<file path="config.mk">
export PLATFORM = sky130hd
export DESIGN_NAME = char_lcd_nibble_sequencer
export DESIGN_NICKNAME = d
export VERILOG_FILES = /design/src/design/clns_pkg.sv /design/src/design/clns_front.sv /design/src/design/clns_fifo.sv /design/src/design/clns_back.sv /design/src/design/char_lcd_nibble_sequencer.sv
export SDC_FILE = /design/constraint.sdc
export NUM_CORES = 1
export LEC_CHECK = 0
export CAP_MARGIN = 20
export CORE_MARGIN = 2
export CORE_UTILIZATION = 35
export CTS_CLUSTER_SIZE = 8
export DETAILED_ROUTE_END_ITERATION = 6
export DONT_BUFFER_PORTS = 1
export PLACE_DENSITY = 0.48
export REMOVE_ABC_BUFFERS = 1
export SLEW_MARGIN = 20
export SYNTH_ARGS = -nofsm -noshare
export SYNTH_HDL_FRONTEND = slang
export SYNTH_SLANG_ARGS = --single-unit
</file>
<file path="constraint.sdc">
create_clock -name clk -period 3.3 [get_ports clk]
set_input_delay 0.33 -clock clk [delete_from_list [all_inputs] [get_ports clk]]
set_output_delay 0.33 -clock clk [all_outputs]
set_load 0.1 [all_outputs]
</file>
<file path="src/design/clns_pkg.sv">
// ----------------------------------------------------------------------------
// clns_pkg
// Shared types and constants for the character LCD nibble sequencer.
// ----------------------------------------------------------------------------
package clns_pkg;

	// request kinds as they arrive on the input stream
	typedef enum logic [2:0] {
		REQ_CMD   = 3'd0,
		REQ_DATA  = 3'd1,
		REQ_PUTC  = 3'd2,
		REQ_GOTO  = 3'd3,
		REQ_CLEAR = 3'd4,
		REQ_HOME  = 3'd5,
		REQ_INIT  = 3'd6,
		REQ_LIGHT = 3'd7
	} req_t;

	// job kinds queued between front and back
	typedef enum logic [1:0] {
		JOB_BYTE  = 2'd0,
		JOB_INIT  = 2'd1,
		JOB_LIGHT = 2'd2
	} job_kind_t;

	// wait codes
	localparam logic [2:0] WAIT_NONE  = 3'd0;
	localparam logic [2:0] WAIT_50US  = 3'd1;
	localparam logic [2:0] WAIT_CMD   = 3'd2;
	localparam logic [2:0] WAIT_5MS   = 3'd3;
	localparam logic [2:0] WAIT_100US = 3'd4;
	localparam logic [2:0] WAIT_30MS  = 3'd5;

	// register-select levels
	localparam logic RS_CMD  = 1'b0;
	localparam logic RS_DATA = 1'b1;

	// LCD command bytes
	localparam logic [7:0] CMD_CLEAR    = 8'h01;
	localparam logic [7:0] CMD_HOME     = 8'h02;
	localparam logic [7:0] CMD_ENTRY    = 8'h06;
	localparam logic [7:0] CMD_DISPLAY  = 8'h0C;
	localparam logic [7:0] CMD_FUNCTION = 8'h28;
	localparam logic [7:0] CMD_SET_DDRAM = 8'h80;
	localparam logic [7:0] ROW0_BASE    = 8'h80;
	localparam logic [7:0] ROW1_BASE    = 8'hC0;
	localparam logic [7:0] CHAR_NEWLINE = 8'h0A;

	// power-up nibbles
	localparam logic [3:0] NIB_WAKE   = 4'h3;
	localparam logic [3:0] NIB_4BIT   = 4'h2;

	// init sequence: last step index, first step of the command bytes
	localparam logic [3:0] INIT_LAST_STEP = 4'd14;
	localparam logic [3:0] INIT_CMD_STEP  = 4'd5;

	localparam logic [5:0] DISPLAY_LENGTH_RST = 6'd16;

	// one queued job
	typedef struct packed {
		job_kind_t  kind;
		logic [7:0] data;      // byte to send (extra command for init)
		logic       rs;
		logic       bl_first;  // backlight level on the first result
		logic       bl_rest;   // backlight level on the remaining results
	} job_t;

	// head of queue as seen by the back end
	typedef struct packed {
		logic valid;
		job_t job;
	} job_head_t;

endpackage

</file>
<file path="src/design/clns_front.sv">
// ----------------------------------------------------------------------------
// clns_front
// Request decoder: keeps cursor, backlight and row-base state, turns each
// request into one queued job (a byte, the init sequence or a backlight set).
// ----------------------------------------------------------------------------
module clns_front (
	input  logic              clk,
	input  logic              arst_n,
	input  logic              cfg_we,
	input  logic [5:0]        cfg_wdata,
	input  logic              accept,
	input  logic [2:0]        req_type,
	input  logic [7:0]        value,
	input  logic [5:0]        col,
	input  logic [1:0]        row,
	output clns_pkg::job_t    job
);

	logic [5:0] display_length_q;
	logic [1:0] cursor_row_q;
	logic       backlight_q;
	logic       rows_ext_q;

	logic [1:0] tgt_row;
	logic [7:0] tgt_col;
	logic [7:0] row_base;
	logic [7:0] goto_cmd;
	logic       set_cursor;
	logic [1:0] next_row;

	// target of a goto or a newline
	always_comb begin
		if (clns_pkg::req_t'(req_type) == clns_pkg::REQ_GOTO) begin
			tgt_row = row;
			tgt_col = {2'b00, col};
		end else begin
			tgt_row = cursor_row_q + 2'd1;
			tgt_col = 8'd0;
		end
	end

	// row base address; rows 2 and 3 sit after the visible length once init ran
	always_comb begin
		unique case (tgt_row)
			2'd0: row_base = clns_pkg::ROW0_BASE;
			2'd1: row_base = clns_pkg::ROW1_BASE;
			2'd2: row_base = rows_ext_q ? clns_pkg::ROW0_BASE + {2'b00, display_length_q} : 8'd0;
			default: row_base = rows_ext_q ? clns_pkg::ROW1_BASE + {2'b00, display_length_q} : 8'd0;
		endcase
		goto_cmd = clns_pkg::CMD_SET_DDRAM | (row_base + tgt_col);
	end

	// classify the request
	always_comb begin
		job.kind     = clns_pkg::JOB_BYTE;
		job.data     = value;
		job.rs       = clns_pkg::RS_CMD;
		job.bl_first = backlight_q;
		job.bl_rest  = backlight_q;
		set_cursor   = 1'b0;
		next_row     = cursor_row_q;
		unique case (clns_pkg::req_t'(req_type))
			clns_pkg::REQ_CMD: begin
			end
			clns_pkg::REQ_DATA: begin
				job.rs = clns_pkg::RS_DATA;
			end
			clns_pkg::REQ_PUTC: begin
				if (value == clns_pkg::CHAR_NEWLINE) begin
					job.data   = goto_cmd;
					set_cursor = 1'b1;
					next_row   = tgt_row;
				end else begin
					job.rs = clns_pkg::RS_DATA;
				end
			end
			clns_pkg::REQ_GOTO: begin
				job.data   = goto_cmd;
				set_cursor = 1'b1;
				next_row   = tgt_row;
			end
			clns_pkg::REQ_CLEAR: begin
				job.data   = clns_pkg::CMD_CLEAR;
				set_cursor = 1'b1;
				next_row   = 2'd0;
			end
			clns_pkg::REQ_HOME: begin
				job.data   = clns_pkg::CMD_HOME;
				set_cursor = 1'b1;
				next_row   = 2'd0;
			end
			clns_pkg::REQ_INIT: begin
				job.kind    = clns_pkg::JOB_INIT;
				job.bl_rest = 1'b0;
			end
			clns_pkg::REQ_LIGHT: begin
				job.kind     = clns_pkg::JOB_LIGHT;
				job.bl_first = value[0];
				job.bl_rest  = value[0];
			end
			default: begin
			end
		endcase
	end

	// configuration register
	always_ff @(posedge clk or negedge arst_n) begin
		if (!arst_n) begin
			display_length_q <= clns_pkg::DISPLAY_LENGTH_RST;
		end else if (cfg_we) begin
			display_length_q <= cfg_wdata;
		end
	end

	// state updated on every accepted request
	always_ff @(posedge clk or negedge arst_n) begin
		if (!arst_n) begin
			cursor_row_q <= 2'd0;
			backlight_q  <= 1'b0;
			rows_ext_q   <= 1'b0;
		end else if (accept) begin
			if (set_cursor) begin
				cursor_row_q <= next_row;
			end
			if (clns_pkg::req_t'(req_type) == clns_pkg::REQ_INIT) begin
				backlight_q <= 1'b0;
				rows_ext_q  <= 1'b1;
			end else if (clns_pkg::req_t'(req_type) == clns_pkg::REQ_LIGHT) begin
				backlight_q <= value[0];
			end
		end
	end

endmodule

</file>
<file path="src/design/clns_fifo.sv">
// ----------------------------------------------------------------------------
// clns_fifo
// Short job queue between the request decoder and the nibble sequencer.
// ----------------------------------------------------------------------------
module clns_fifo #(
	parameter int DEPTH = 4
) (
	input  logic                 clk,
	input  logic                 arst_n,
	input  logic                 push,
	input  clns_pkg::job_t       push_job,
	input  logic                 pop,
	output logic                 full,
	output clns_pkg::job_head_t  head
);

	localparam int PTR_W = (DEPTH > 1) ? $clog2(DEPTH) : 1;
	localparam int CNT_W = $clog2(DEPTH + 1);

	clns_pkg::job_t mem_q [DEPTH];
	logic [PTR_W-1:0] wr_ptr_q;
	logic [PTR_W-1:0] rd_ptr_q;
	logic [CNT_W-1:0] count_q;

	assign full       = (count_q == CNT_W'(DEPTH));
	assign head.valid = (count_q != '0);
	assign head.job   = mem_q[rd_ptr_q];

	// storage
	always_ff @(posedge clk) begin
		if (push) begin
			mem_q[wr_ptr_q] <= push_job;
		end
	end

	// pointers and fill count
	always_ff @(posedge clk or negedge arst_n) begin
		if (!arst_n) begin
			wr_ptr_q <= '0;
			rd_ptr_q <= '0;
			count_q  <= '0;
		end else begin
			if (push) begin
				wr_ptr_q <= (wr_ptr_q == PTR_W'(DEPTH - 1)) ? '0 : wr_ptr_q + 1'b1;
			end
			if (pop) begin
				rd_ptr_q <= (rd_ptr_q == PTR_W'(DEPTH - 1)) ? '0 : rd_ptr_q + 1'b1;
			end
			if (push && !pop) begin
				count_q <= count_q + 1'b1;
			end else if (pop && !push) begin
				count_q <= count_q - 1'b1;
			end
		end
	end

endmodule

</file>
<file path="src/design/clns_back.sv">
// ----------------------------------------------------------------------------
// clns_back
// Nibble sequencer: steps through the head job one bus transfer per cycle while
// not stalled, and holds each result in the output register until it is taken.
// ----------------------------------------------------------------------------
module clns_back (
	input  logic                clk,
	input  logic                arst_n,
	input  clns_pkg::job_head_t head,
	output logic                pop,
	output logic                m_tvalid,
	input  logic                m_tready,
	output logic [15:0]         m_tdata,   // nibble[3:0], strobe_res[4], backlight[5],
	                                       // wait_code[8:6], zero fill
	output logic                m_tuser,   // reg_select
	output logic                m_tlast
);

	logic [3:0] step_q;
	logic       valid_q;
	logic [3:0] nib_q;
	logic       rs_q;
	logic       strobe_q;
	logic       bl_q;
	logic [2:0] wait_q;
	logic       last_q;

	logic       fire;
	logic [3:0] cmd_off;
	logic [7:0] cur_byte;
	logic       hi_half;
	logic [3:0] nib_d;
	logic       rs_d;
	logic       strobe_d;
	logic       bl_d;
	logic [2:0] wait_d;
	logic       last_d;

	assign fire = head.valid && (!valid_q || m_tready);
	assign pop  = fire && last_d;

	// byte being sent: the job's byte, or the next command in the init command phase
	always_comb begin
		cmd_off = step_q - clns_pkg::INIT_CMD_STEP;
		unique case (cmd_off[3:1])
			3'd0:    cur_byte = clns_pkg::CMD_FUNCTION;
			3'd1:    cur_byte = clns_pkg::CMD_DISPLAY;
			3'd2:    cur_byte = clns_pkg::CMD_ENTRY;
			3'd3:    cur_byte = clns_pkg::CMD_CLEAR;
			default: cur_byte = head.job.data;
		endcase
		if (head.job.kind != clns_pkg::JOB_INIT) begin
			cur_byte = head.job.data;
		end
		hi_half = (head.job.kind == clns_pkg::JOB_INIT) ? !cmd_off[0] : (step_q == 4'd0);
	end

	// result fields for the current step
	always_comb begin
		rs_d     = clns_pkg::RS_CMD;
		strobe_d = 1'b1;
		bl_d     = head.job.bl_rest;
		nib_d    = hi_half ? cur_byte[7:4] : cur_byte[3:0];
		if (hi_half) begin
			wait_d = clns_pkg::WAIT_NONE;
		end else if (cur_byte <= clns_pkg::CMD_HOME && rs_d == clns_pkg::RS_CMD &&
			(head.job.kind == clns_pkg::JOB_INIT || head.job.rs == clns_pkg::RS_CMD)) begin
			wait_d = clns_pkg::WAIT_CMD;
		end else begin
			wait_d = clns_pkg::WAIT_50US;
		end
		last_d = 1'b0;
		unique case (head.job.kind)
			clns_pkg::JOB_BYTE: begin
				rs_d   = head.job.rs;
				last_d = (step_q != 4'd0);
			end
			clns_pkg::JOB_LIGHT: begin
				nib_d    = 4'd0;
				strobe_d = 1'b0;
				wait_d   = clns_pkg::WAIT_NONE;
				last_d   = 1'b1;
			end
			clns_pkg::JOB_INIT: begin
				last_d = (step_q == clns_pkg::INIT_LAST_STEP);
				unique case (step_q)
					4'd0: begin
						nib_d    = 4'd0;
						strobe_d = 1'b0;
						bl_d     = head.job.bl_first;
						wait_d   = clns_pkg::WAIT_30MS;
					end
					4'd1: begin
						nib_d  = clns_pkg::NIB_WAKE;
						wait_d = clns_pkg::WAIT_5MS;
					end
					4'd2: begin
						nib_d  = clns_pkg::NIB_WAKE;
						wait_d = clns_pkg::WAIT_100US;
					end
					4'd3: begin
						nib_d  = clns_pkg::NIB_WAKE;
						wait_d = clns_pkg::WAIT_50US;
					end
					4'd4: begin
						nib_d  = clns_pkg::NIB_4BIT;
						wait_d = clns_pkg::WAIT_50US;
					end
					default: begin
					end
				endcase
			end
			default: begin
			end
		endcase
	end

	// step counter within the head job
	always_ff @(posedge clk or negedge arst_n) begin
		if (!arst_n) begin
			step_q <= 4'd0;
		end else if (fire) begin
			step_q <= last_d ? 4'd0 : step_q + 4'd1;
		end
	end

	// output register valid
	always_ff @(posedge clk or negedge arst_n) begin
		if (!arst_n) begin
			valid_q <= 1'b0;
		end else if (fire) begin
			valid_q <= 1'b1;
		end else if (m_tready) begin
			valid_q <= 1'b0;
		end
	end

	// output register payload
	always_ff @(posedge clk) begin
		if (fire) begin
			nib_q    <= nib_d;
			rs_q     <= rs_d;
			strobe_q <= strobe_d;
			bl_q     <= bl_d;
			wait_q   <= wait_d;
			last_q   <= last_d;
		end
	end

	assign m_tvalid = valid_q;
	assign m_tdata  = {7'd0, wait_q, bl_q, strobe_q, nib_q};
	assign m_tuser  = rs_q;
	assign m_tlast  = last_q;

endmodule

</file>
<file path="src/design/char_lcd_nibble_sequencer.sv">
// ----------------------------------------------------------------------------
// char_lcd_nibble_sequencer
// Turns LCD requests into 4-bit bus transfers with strobe and wait codes.
// ----------------------------------------------------------------------------
// Usage:
//   Requests enter on the s_ stream: s_tuser is the request kind, s_tdata
//   carries value, col and row. Each request yields one or more bus
//   transfers on the m_ stream; m_tlast marks the final one of a request.
//   Byte requests (command, data, put char, goto, clear, home) give two
//   transfers, backlight gives one, init gives fifteen.
//   The back end emits one transfer per cycle while the receiver keeps up,
//   so byte requests sustain one request every two transfers; init holds
//   the back end for its fifteen transfers. A request's first transfer is
//   registered in the job queue and then in the output register.
//   The job queue (QUEUE_DEPTH entries) decouples the decoder from the
//   sequencer: requests are taken while the queue has room, even while a
//   finished transfer waits on a stalled receiver.
//   cfg_we/cfg_wdata write display_length; write only while idle.
//   Reset clears the queue, cursor row, backlight and row-base mode, and
//   sets display_length to 16.
// ----------------------------------------------------------------------------
module char_lcd_nibble_sequencer #(
	parameter int QUEUE_DEPTH = 4
) (
	input  logic        clk,
	input  logic        arst_n,
	input  logic        cfg_we,
	input  logic [5:0]  cfg_wdata,
	input  logic        s_tvalid,
	output logic        s_tready,
	input  logic [15:0] s_tdata,   // value[7:0], col[13:8], row[15:14]
	input  logic [2:0]  s_tuser,   // req_type
	output logic        m_tvalid,
	input  logic        m_tready,
	output logic [15:0] m_tdata,   // nibble[3:0], strobe_res[4], backlight[5],
	                               // wait_code[8:6], zero fill
	output logic        m_tuser,   // reg_select
	output logic        m_tlast
);

	logic                accept;
	logic                full;
	logic                pop;
	clns_pkg::job_t      job;
	clns_pkg::job_head_t head;

	assign s_tready = !full;
	assign accept   = s_tvalid && s_tready;

	// request decoder
	clns_front u_front (
		.clk       (clk),
		.arst_n    (arst_n),
		.cfg_we    (cfg_we),
		.cfg_wdata (cfg_wdata),
		.accept    (accept),
		.req_type  (s_tuser),
		.value     (s_tdata[7:0]),
		.col       (s_tdata[13:8]),
		.row       (s_tdata[15:14]),
		.job       (job)
	);

	// job queue
	clns_fifo #(
		.DEPTH (QUEUE_DEPTH)
	) u_fifo (
		.clk      (clk),
		.arst_n   (arst_n),
		.push     (accept),
		.push_job (job),
		.pop      (pop),
		.full     (full),
		.head     (head)
	);

	// nibble sequencer
	clns_back u_back (
		.clk      (clk),
		.arst_n   (arst_n),
		.head     (head),
		.pop      (pop),
		.m_tvalid (m_tvalid),
		.m_tready (m_tready),
		.m_tdata  (m_tdata),
		.m_tuser  (m_tuser),
		.m_tlast  (m_tlast)
	);

endmodule

</file>
==> flow_summary.json, run 1 <==
{
  "status": "completed",
  "critical_path_arrival_ns": 3.01,
  "finalSetupViolCount": 0,
  "h-tree-depth": 3,
  "cts-buffers-inserted": 9,
  "leakagePower_nw": 1.929,
  "utilization": 0.3961,
  "totalWireLength_um": 8508,
  "p_per_area_nw_per_um2": 1025,
  "pwr-share-clk": 0.197,
  "pin_count": 50,
  "cts_tree": "yes",
  "wl_per_cell_um": 16.21,
  "rows": 41,
  "p_sw_frac": 0.4129,
  "routed_via_density": 4.874,
  "start_kind": "register",
  "setup_tns_ns": 0,
  "ys_ff_latch": 85,
  "grtUsageTotal": 0.1379,
  "pwr-share-seq": 0.429,
  "io_buffers": 0,
  "die_width_um": 116.6,
  "rsz0062_at_grt": "no",
  "crit_fanout": 6,
  "power_mw": 5.081,
  "finalHoldViolCount": 0,
  "yosys.area.top_type": "edfxtp_1",
  "dp.cells": 507,
  "die_y_um": 116.6,
  "multi_input_area_um2": 1833,
  "synth_area_um2": 4439,
  "drtIter0Drc": 84,
  "firstDrtPassIters": 5,
  "grt_pass1_vias": 2608,
  "finalNonFillerCells": 525,
  "gp_congestion": 0.7582,
  "clock_path_buffers": 2,
  "p_int_mw": 2.983,
  "cts_root_buffer": "clkbuf_16",
  "netlist_instances": 340,
  "seq_area_frac_synth": 0.5505,
  "initial_core_util": 0.3547,
  "combinationalPowerShare": 0.374,
  "yosysWarnings": 0,
  "switchingPower_mw": 2.098,
  "dieArea_um2": 13600,
  "ant_nets": 0,
  "clk_pin_slew_ns": 0.06,
  "tightest_slew_ns": 0.8996,
  "synth_area_leaders": "edfxtp_1 43%, dfrtp_1 12%, ha_1 5.6%",
  "cp.required_ns": 3.36,
  "async_reset_ff_frac": 0.2588,
  "yosys.area.top_type_share": 0.4262,
  "grt_max_degree": 23,
  "worstSetupPathType": "reg -> reg",
  "ir_drop_mv": 0.2484,
  "regArea_um2": 2444,
  "core_um2": 12520,
  "antenna_found_initial": 0,
  "clock-sinks": 85,
  "hold_class": "in -> reg",
  "grt.overflow.total": 0,
  "nFillCells": 1203,
  "drive_gt1_frac": 0.1586,
  "synth-main-ff-cell": "edfxtp_1",
  "finClkSkew_ns": 0.008494,
  "postSynthAreaPerCell_um2": 13.06,
  "finalCritPeriodShare": 0.8949,
  "layout.nets": 400,
  "drv_cap": 0,
  "cp-end-kind": "register",
  "drc": 0,
  "synthDistinctLibCells": 53,
  "diodes": 0,
  "fmax_ghz": 0.3386,
  "synth-edff-count": 63,
  "maxSlewHeadroom": 0.4015,
  "maxSlewViolCount": 0,
  "num_vias": 2559,
  "hpwl_um": 6291,
  "grt_pass1_wl_um": 13780,
  "holdWs_ns": 0.08315,
  "area_delta_synth_final_pct": 11.70,
  "clk_latency_ns": 0.34,
  "min_period_ns": 2.953
}
routing by layer:
layer | routed length [µm] | track usage
met1 | 3931 | 0.1705
met2 | 4074 | 0.2248
met5 | 0 | 0
met4 | 159 | 0.05647
met3 | 342 | 0.04411
layout make-up:
type | instances | share of cell area
sequential | 85 | 0.4928
clock inverter | 4 | 0.009589
clock buffer | 12 | 0.04971
inverter | 16 | 0.01211
tap | 172 | 0.04340
multi-input combinational | 223 | 0.3697
timing repair buffer | 13 | 0.02271
worst paths after layout:
check / slack, ns / depth (start not counted) / start / to
worst min-delay path: 0.08 / 1 / m_tready / u_back.m_tvalid$_DFFE_PN0P_
max in group asynchronous: 2.63 / 2 / arst_n / u_front.display_length_q[4]$_DFFE_PN1P_
worst max-delay path: 0.35 / 12 / u_front.cursor_row_q[0]$_DFFE_PN0P_ / u_fifo.mem_q[0][9]$_DFFE_PP_
worst min register to register: 0.50 / 1 / u_front.display_length_q[3]$_DFFE_PN0P_ / u_front.display_length_q[3]$_DFFE_PN0P_
min in group asynchronous: 0.42 / 2 / arst_n / u_back.step_q[3]$_DFFE_PN0P_
worst max register to register: 0.35 / 12 / u_front.cursor_row_q[0]$_DFFE_PN0P_ / u_fifo.mem_q[0][9]$_DFFE_PP_
through the flow:
step	area, µm²	worst slack (ns)
after floorplan	4337	-0.1585
after global placement	4634	0.3389
after detailed placement	4634	0.1880
after CTS	4959	0.3246
after global routing	4959	0.04699
final	4959	0.3468
flip-flops by register name, summed over array words and instances, names as in the netlist:
name,flops
u_back.step_q,4
u_back.m_tvalid,1
u_front.display_length_q,6
u_fifo.rd_ptr_q,2
u_front.rows_ext_q,1
u_fifo.wr_ptr_q,2
u_fifo.count_q,3
u_back.bl_q,1
u_front.backlight_q,1
u_back.m_tlast,1
u_back.wait_q,3
u_fifo.mem_q,52
u_back.m_tuser,1
u_back.strobe_q,1
u_front.cursor_row_q,2
u_back.nib_q,4
power groups by stage:
stage / logic [mW] / clock network [mW] / registers [mW]
floorplan: 1.37 / 0 / 2.24
global placement: 1.91 / 0 / 2.20
detailed placement: 1.91 / 0 / 2.20
CTS: 1.94 / 1.03 / 2.18
global route: 2.14 / 1.08 / 2.22
finish: 1.90 / 1.00 / 2.18
Yosys cell counts, types with 2 or more instances:
cell / count
edfxtp_1: 63
dfrtp_1: 21
nand2_1: 21
ha_1: 20
nor2_1: 17
inv_1: 16
mux2_2: 15
and2_1: 14
o21ai_0: 14
a21oi_1: 12
mux2i_1: 12
clkbuf_1: 11
buf_4: 9
mux4_2: 9
nand2b_1: 7
nor3_1: 7
xnor2_1: 7
and3_1: 6
a21o_1: 4
mux4_1: 4
xor2_1: 4
a22oi_1: 3
nor2b_1: 3
o22ai_1: 3
a211oi_1: 2
a31o_2: 2
fa_1: 2
nand3_1: 2
o21a_1: 2
o21bai_1: 2
o2bb2ai_1: 2
or3b_2: 2
or4_1: 2
cell families after synthesis:
family | Yosys count | share of synthesized area
adders and majority gates | 22 | 0.06539
and+or+nand+nor | 87 | 0.1026
DFF | 85 | 0.5505
AOI/OAI and AO/OA | 56 | 0.08287
buffers and inverters | 38 | 0.04171
other | 1 | 0.0008447
xor gates and xnor gates | 11 | 0.02170
muxes | 40 | 0.1344
timing repair:
action | in CTS | in global routing
setup buffers | 0 | 0
endpoints found under the hold margin | 22 | 0
resized for setup | 0 | 0
hold buffers | 2 | 0
critical path, stage by stage (launching register included):
cell      delay [ns]
dfrtp_1         0.43
xnor2_1         0.18
nor2_1          0.05
a21oi_1         0.16
nor2b_1         0.12
and2_1          0.17
ha_1            0.20
fa_1            0.43
a211oi_1        0.35
o21bai_1        0.12
a21oi_1         0.20
xnor2_1         0.14
mux2i_1         0.13
placed cells by master (no fill, tap or decap), types with 6 or more instances in the layout:
| master | instances |
|---|---|
| and2_1 | 14 |
| a21oi_1 | 12 |
| xnor2_1 | 7 |
| mux2i_1 | 12 |
| conb_1 | 7 |
| nand2b_1 | 7 |
| clkbuf_16 | 9 |
| nand2_1 | 21 |
| and3_1 | 6 |
| o21ai_0 | 14 |
| dfrtp_1 | 21 |
| buf_4 | 11 |
| inv_1 | 16 |
| mux2_2 | 15 |
| nor3_1 | 7 |
| mux4_2 | 9 |
| ha_1 | 20 |
| edfxtp_1 | 63 |
| nor2_1 | 17 |
Power figures use the tool's default switching activity.
==> run 2: changes to the inputs <==
GPL_TIMING_DRIVEN = 0   (was not set)
==> run 2 against run 1 <==
Combinational power fell by 3%. Utilization rose by 0.22 points. Clock skew fell by 0.0027 ns. Die area did not move. Sequential share of layout area fell by 0.17 points. Clock power rose by 9%. Sequential power rose by 3%. Global-route usage rose by 0.13 points. Via count fell by 0.27%. Critical endpoint is now u_fifo.count_q[1]$_DFFE_PN0P_. Largest power group unchanged.
==> flow_summary.json, run 2 (same netlist as run 1, synthesis figures left out) <==
{
  "status": "completed",
  "dieArea_um2": 13600,
  "maxSlewHeadroom": 0.3802,
  "drv_cap": 0,
  "wl_per_cell_um": 16.29,
  "core_um2": 12520,
  "drtIter0Drc": 118,
  "critical_path_arrival_ns": 3.29,
  "cp.required_ns": 3.52,
  "path_cells": "mux4_2 -> inv_1 -> ha_4 -> a41oi_1 -> a21oi_2 -> and2_4 -> inv_1 -> ha_1 -> inv_1 -> fa_1 -> mux2_2",
  "hold_class": "in -> reg",
  "p_sw_frac": 0.4085,
  "diodes": 0,
  "slowest_stage": "mux4_2",
  "cts-buffers-inserted": 9,
  "mostFrequentLayoutCell": "edfxtp_1",
  "ant_nets": 0,
  "pwr-share-clk": 0.210,
  "start_kind": "register",
  "initial_core_util": 0.3547,
  "crit_top_cell": "inv_1",
  "grt.overflow.total": 0,
  "drive_gt1_frac": 0.1724,
  "rsz0062_at_grt": "no",
  "cts_root_buffer": "clkbuf_16",
  "firstDrtPassIters": 4,
  "die_width_um": 116.6,
  "clk_latency_ns": 0.34,
  "finalCritPeriodShare": 0.9313,
  "nFillCells": 1199,
  "dp_slack_ns": -0.7878,
  "place_area_um2": 4567,
  "hpwl_um": 6015,
  "critPathMaxStageDelay_ns": 0.54,
  "tightest_slew_ns": 0.9297,
  "largest_reg_flops": 52,
  "clock-sinks": 85,
  "pwr-share-seq": 0.433,
  "rows": 41,
  "die_y_um": 116.6,
  "min_period_ns": 3.073,
  "num_vias": 2552,
  "totalWireLength_um": 8471,
  "antenna_found_initial": 0,
  "leakagePower_nw": 1.923,
  "combinationalPowerShare": 0.356,
  "reg2reg_setup_slack_ns": 0.23,
  "cp-end-kind": "register",
  "gp_congestion": 0.7640,
  "finalHoldViolCount": 0,
  "grtUsageTotal": 0.1392,
  "final_cell_area_um2": 4986,
  "pin_count": 50,
  "crit_fanout": 12,
  "p_per_area_nw_per_um2": 1043,
  "ir_drop_mv": 0.2684,
  "layout_common_cells": "63 x edfxtp_1, 20 x nand2_1, 19 x ha_1, 19 x dfrtp_1, 17 x nor2_1",
  "finalSetupViolCount": 0,
  "worstSetupPathType": "reg -> reg",
  "grt_pass1_vias": 2664,
  "routed_via_density": 4.908,
  "fin_ws_ns": 0.2266,
  "layout.nets": 395,
  "area_delta_synth_final_pct": 12.32,
  "finClkSkew_ns": 0.005826,
  "grt_pass1_wl_um": 13920,
  "clk_pin_slew_ns": 0.06,
  "reg_top3": "u_fifo.mem_q x52, u_front.display_length_q x6",
  "path_delay_family": "multiplexers",
  "drc": 0,
  "maxSlewViolCount": 0,
  "switchingPower_mw": 2.124,
  "cts_tree": "yes",
  "fmax_ghz": 0.3254,
  "clock_path_buffers": 2,
  "p_int_mw": 3.076,
  "io_buffers": 0,
  "grt_max_degree": 23,
  "h-tree-depth": 3,
  "top_register": "u_fifo.mem_q",
  "cp.buffers_inverters": 3
}
## run 2: path summary, 6_finish.rpt
kind / start / to / cells past startpoint
hold reg to reg: u_front.display_length_q[0]$_DFFE_PN0P_ / u_front.display_length_q[0]$_DFFE_PN0P_ / 1
setup reg to reg: u_fifo.rd_ptr_q[0]$_DFFE_PN0P_ / u_fifo.count_q[1]$_DFFE_PN0P_ / 11
max in group asynchronous: arst_n / u_front.display_length_q[4]$_DFFE_PN1P_ / 2
setup / recovery: u_fifo.rd_ptr_q[0]$_DFFE_PN0P_ / u_fifo.count_q[1]$_DFFE_PN0P_ / 11
min in group asynchronous: arst_n / u_back.step_q[1]$_DFFE_PN0P_ / 2
hold / removal: m_tready / u_back.m_tvalid$_DFFE_PN0P_ / 1
## run 2: worst register-to-register path, delay by kind of cell (launching register included)
| family | cells | cell delay [ns] |
|---|---|---|
| AOI/OAI and AO/OA | 2 | 0.43 |
| adders and majority gates | 3 | 0.79 |
| buffers and inverters | 3 | 0.27 |
| DFF | 1 | 0.45 |
| muxes | 2 | 0.80 |
| and+or+nand+nor | 1 | 0.21 |
## run 2: metal layers
layer	vias to the layer above	track usage	wire length, µm
li1	1257	-	-
met1	1228	0.1701	3838
met2	52	0.2298	4084
met3	15	0.03581	356
met4	0	0.06902	191
met5	-	0	0
## run 2: through the flow
| step | TNS, ns | std cells | total power, mW | hold WS (ns) | util |
|---|---|---|---|---|---|
| final | 0 | 520 | 5.200 | 0.08766 | 0.3983 |
| after detailed placement | -4.291 | 497 | 4.023 | 0.03536 | 0.3649 |
| after floorplan | -0.2044 | 324 | 3.602 | 0.03441 | - |
| after global placement | -4.190 | 496 | 3.978 | 0.03548 | 0.3637 |
| after global routing | 0 | 520 | 5.571 | 0.09755 | 0.3983 |
| after CTS | 0 | 517 | 5.188 | 0.07427 | 0.3953 |
## run 2: repair_timing
| item | in CTS | in global routing |
|---|---|---|
| pin swaps | 0 | 1 |
| hold buffers | 2 | 0 |
| endpoints found under the setup margin | 11 | 4 |
| hold endpoints to repair | 22 | 0 |
| resized for setup | 5 | 3 |
| setup buffers | 2 | 3 |
## run 2: power by group through the flow
stage,Clock [mW],Sequential [mW],Combinational (mW)
after floorplan,0,2.24,1.37
after global placement,0,2.31,1.67
final,1.09,2.25,1.85
after detailed placement,0,2.31,1.71
after CTS,1.13,2.26,1.80
after global routing,1.17,2.30,2.10
## run 2: layout make-up
| class | count | area (µm²) | area share |
|---|---|---|---|
| clock buffer | 10 | 239.0 | 0.04793 |
| multi-input combinational | 223 | 1858 | 0.3726 |
| inverter | 16 | 60.06 | 0.01205 |
| tap | 172 | 215.2 | 0.04316 |
| sequential | 85 | 2449 | 0.4911 |
| timing repair buffer | 8 | 78.83 | 0.01581 |
| clock inverter | 6 | 86.33 | 0.01731 |
==> run 3: changes to the inputs <==
REMOVE_ABC_BUFFERS = not set   (was 1)
==> run 3 against run 2 <==
Utilization is 0.43 points higher. Wire length is 4.9% higher. Worst hold slack worse by 0.00062 ns. Critical path type unchanged. Critical endpoint is now u_fifo.count_q[2]$_DFFE_PN0P_. Largest power group unchanged.
==> flow_summary.json, run 3 (same netlist as run 1, synthesis figures left out) <==
{
  "die_y_um": 116.6,
  "cts_tree": "yes",
  "cts_root_buffer": "clkbuf_16",
  "area_delta_synth_final_pct": 13.53,
  "holdWs_ns": 0.08704,
  "cts-buffers-inserted": 9,
  "drv_cap": 0,
  "hpwl_um": 6366,
  "layout.nets": 412,
  "p_per_area_nw_per_um2": 1012,
  "top_register": "u_fifo.mem_q",
  "reg_top3": "u_fifo.mem_q x52, u_front.display_length_q x6",
  "mostFrequentLayoutCell": "edfxtp_1",
  "crit_fanout": 15,
  "fmax_ghz": 0.3122,
  "finalHoldViolCount": 0,
  "nFillCells": 1213,
  "rows": 41,
  "routed_via_density": 4.899,
  "num_vias": 2631,
  "grt_max_degree": 23,
  "clock_path_buffers": 2,
  "wl_per_cell_um": 16.55,
  "ant_nets": 0,
  "pwr-share-seq": 0.414,
  "critical_path_arrival_ns": 3.47,
  "clk_latency_ns": 0.34,
  "pwr-share-clk": 0.184,
  "ir_drop_mv": 0.3306,
  "drc": 0,
  "min_period_ns": 3.203,
  "io_buffers": 0,
  "drive_gt1_frac": 0.1836,
  "antenna_found_initial": 0,
  "pin_count": 50,
  "layout_common_cells": "63 x edfxtp_1, 21 x nand2_1, 20 x dfrtp_1, 19 x ha_1, 17 x nor2_1",
  "clock-sinks": 85,
  "place_area_um2": 4696,
  "tightest_slew_ns": 1.021,
  "maxSlewViolCount": 0,
  "initial_core_util": 0.3547,
  "final_cell_area_um2": 5040,
  "diodes": 0,
  "finalSetupViolCount": 0,
  "switchingPower_mw": 2.157,
  "leakagePower_nw": 1.949,
  "hold_class": "in -> reg",
  "gp_congestion": 0.7765,
  "grt_pass1_wl_um": 14300,
  "p_int_mw": 2.944,
  "status": "completed",
  "core_um2": 12520,
  "p_sw_frac": 0.4229,
  "worstSetupPathType": "reg -> reg",
  "combinationalPowerShare": 0.403,
  "cp-end-kind": "register",
  "grt.overflow.total": 0,
  "grt_pass1_vias": 2741,
  "largest_reg_flops": 52,
  "finalCritPeriodShare": 0.9707,
  "cp.required_ns": 3.57,
  "dieArea_um2": 13600,
  "firstDrtPassIters": 4,
  "h-tree-depth": 3,
  "die_width_um": 116.6,
  "maxSlewHeadroom": 0.3178,
  "clk_pin_slew_ns": 0.06,
  "finClkSkew_ns": 0.009193,
  "drtIter0Drc": 162,
  "start_kind": "register",
  "grtUsageTotal": 0.1424,
  "totalWireLength_um": 8887
}
[run 3: final timing paths]
| check | startpoint | endpoint | slack [ns] | cells after the start |
|---|---|---|---|---|
| max reg2reg | u_fifo.rd_ptr_q[0]$_DFFE_PN0P_ | u_fifo.count_q[2]$_DFFE_PN0P_ | 0.1 | 13 |
| min | m_tready | u_back.m_tvalid$_DFFE_PN0P_ | 0.09 | 1 |
| max in group asynchronous | arst_n | u_front.display_length_q[4]$_DFFE_PN1P_ | 2.64 | 2 |
| min in group asynchronous | arst_n | u_back.step_q[0]$_DFFE_PN0P_ | 0.44 | 2 |
| max | u_fifo.rd_ptr_q[0]$_DFFE_PN0P_ | u_fifo.count_q[2]$_DFFE_PN0P_ | 0.1 | 13 |
| min reg2reg | u_fifo.count_q[2]$_DFFE_PN0P_ | u_fifo.count_q[2]$_DFFE_PN0P_ | 0.49 | 1 |
[run 3: timing repair]
item,CTS,global route
endpoints found under the hold margin,22,0
gates resized for setup,8,3
pin swaps,1,0
hold buffers,2,0
endpoints found under the setup margin,10,15
buffers inserted,1,2
[run 3: layout make-up]
cell class	count	area, µm²	area share
clock buffers	12	246.5	0.04891
plain buffers	19	125.1	0.02483
repair buffers	6	63.81	0.01266
clock inverters	4	25.02	0.004965
flip-flops and latches	85	2445	0.4851
multi-input cells	223	1859	0.3689
inverters	16	60.06	0.01192
well taps	172	215.2	0.04270
[run 3: power groups by stage]
stage               combinational (mW)  sequential, mW  clock [mW]
floorplan                         1.59            2.08           0
global placement                  1.94            2.12           0
detailed placement                1.98            2.13           0
CTS                               2.03            2.11       0.965
global route                      2.28            2.15        1.01
finish                            2.05            2.11       0.936
[run 3: through the flow]
step	utilization	setup TNS, ns	total power, mW	instances	setup slack [ns]
4_1_cts	0.4005	0	5.113	536	0.03854
2_1_floorplan	-	0	3.667	346	0.007015
5_1_grt	0.4026	-0.02093	5.437	537	-0.02093
3_5_place_dp	0.3752	-3.594	4.114	519	-0.7281
3_3_place_gp	0.3740	-3.393	4.064	518	-0.7268
6_report	0.4026	0	5.101	537	0.09673
[run 3: metal layers]
metal	wire, µm	up-vias	global-route usage
met5	0	-	0
met4	101	0	0.04941
met3	463	9	0.04982
met2	4335	72	0.2368
met1	3987	1267	0.1731
li1	-	1283	-
[run 3: critical path: stages (launching register included)]
cell	delay, ns
dfrtp_1	0.39
buf_12	0.18
mux4_2	0.56
ha_1	0.23
a41oi_1	0.24
a21oi_2	0.11
and2_2	0.21
inv_1	0.08
ha_1	0.18
inv_1	0.07
fa_1	0.43
xor2_1	0.17
nor2_1	0.12
xor2_1	0.14
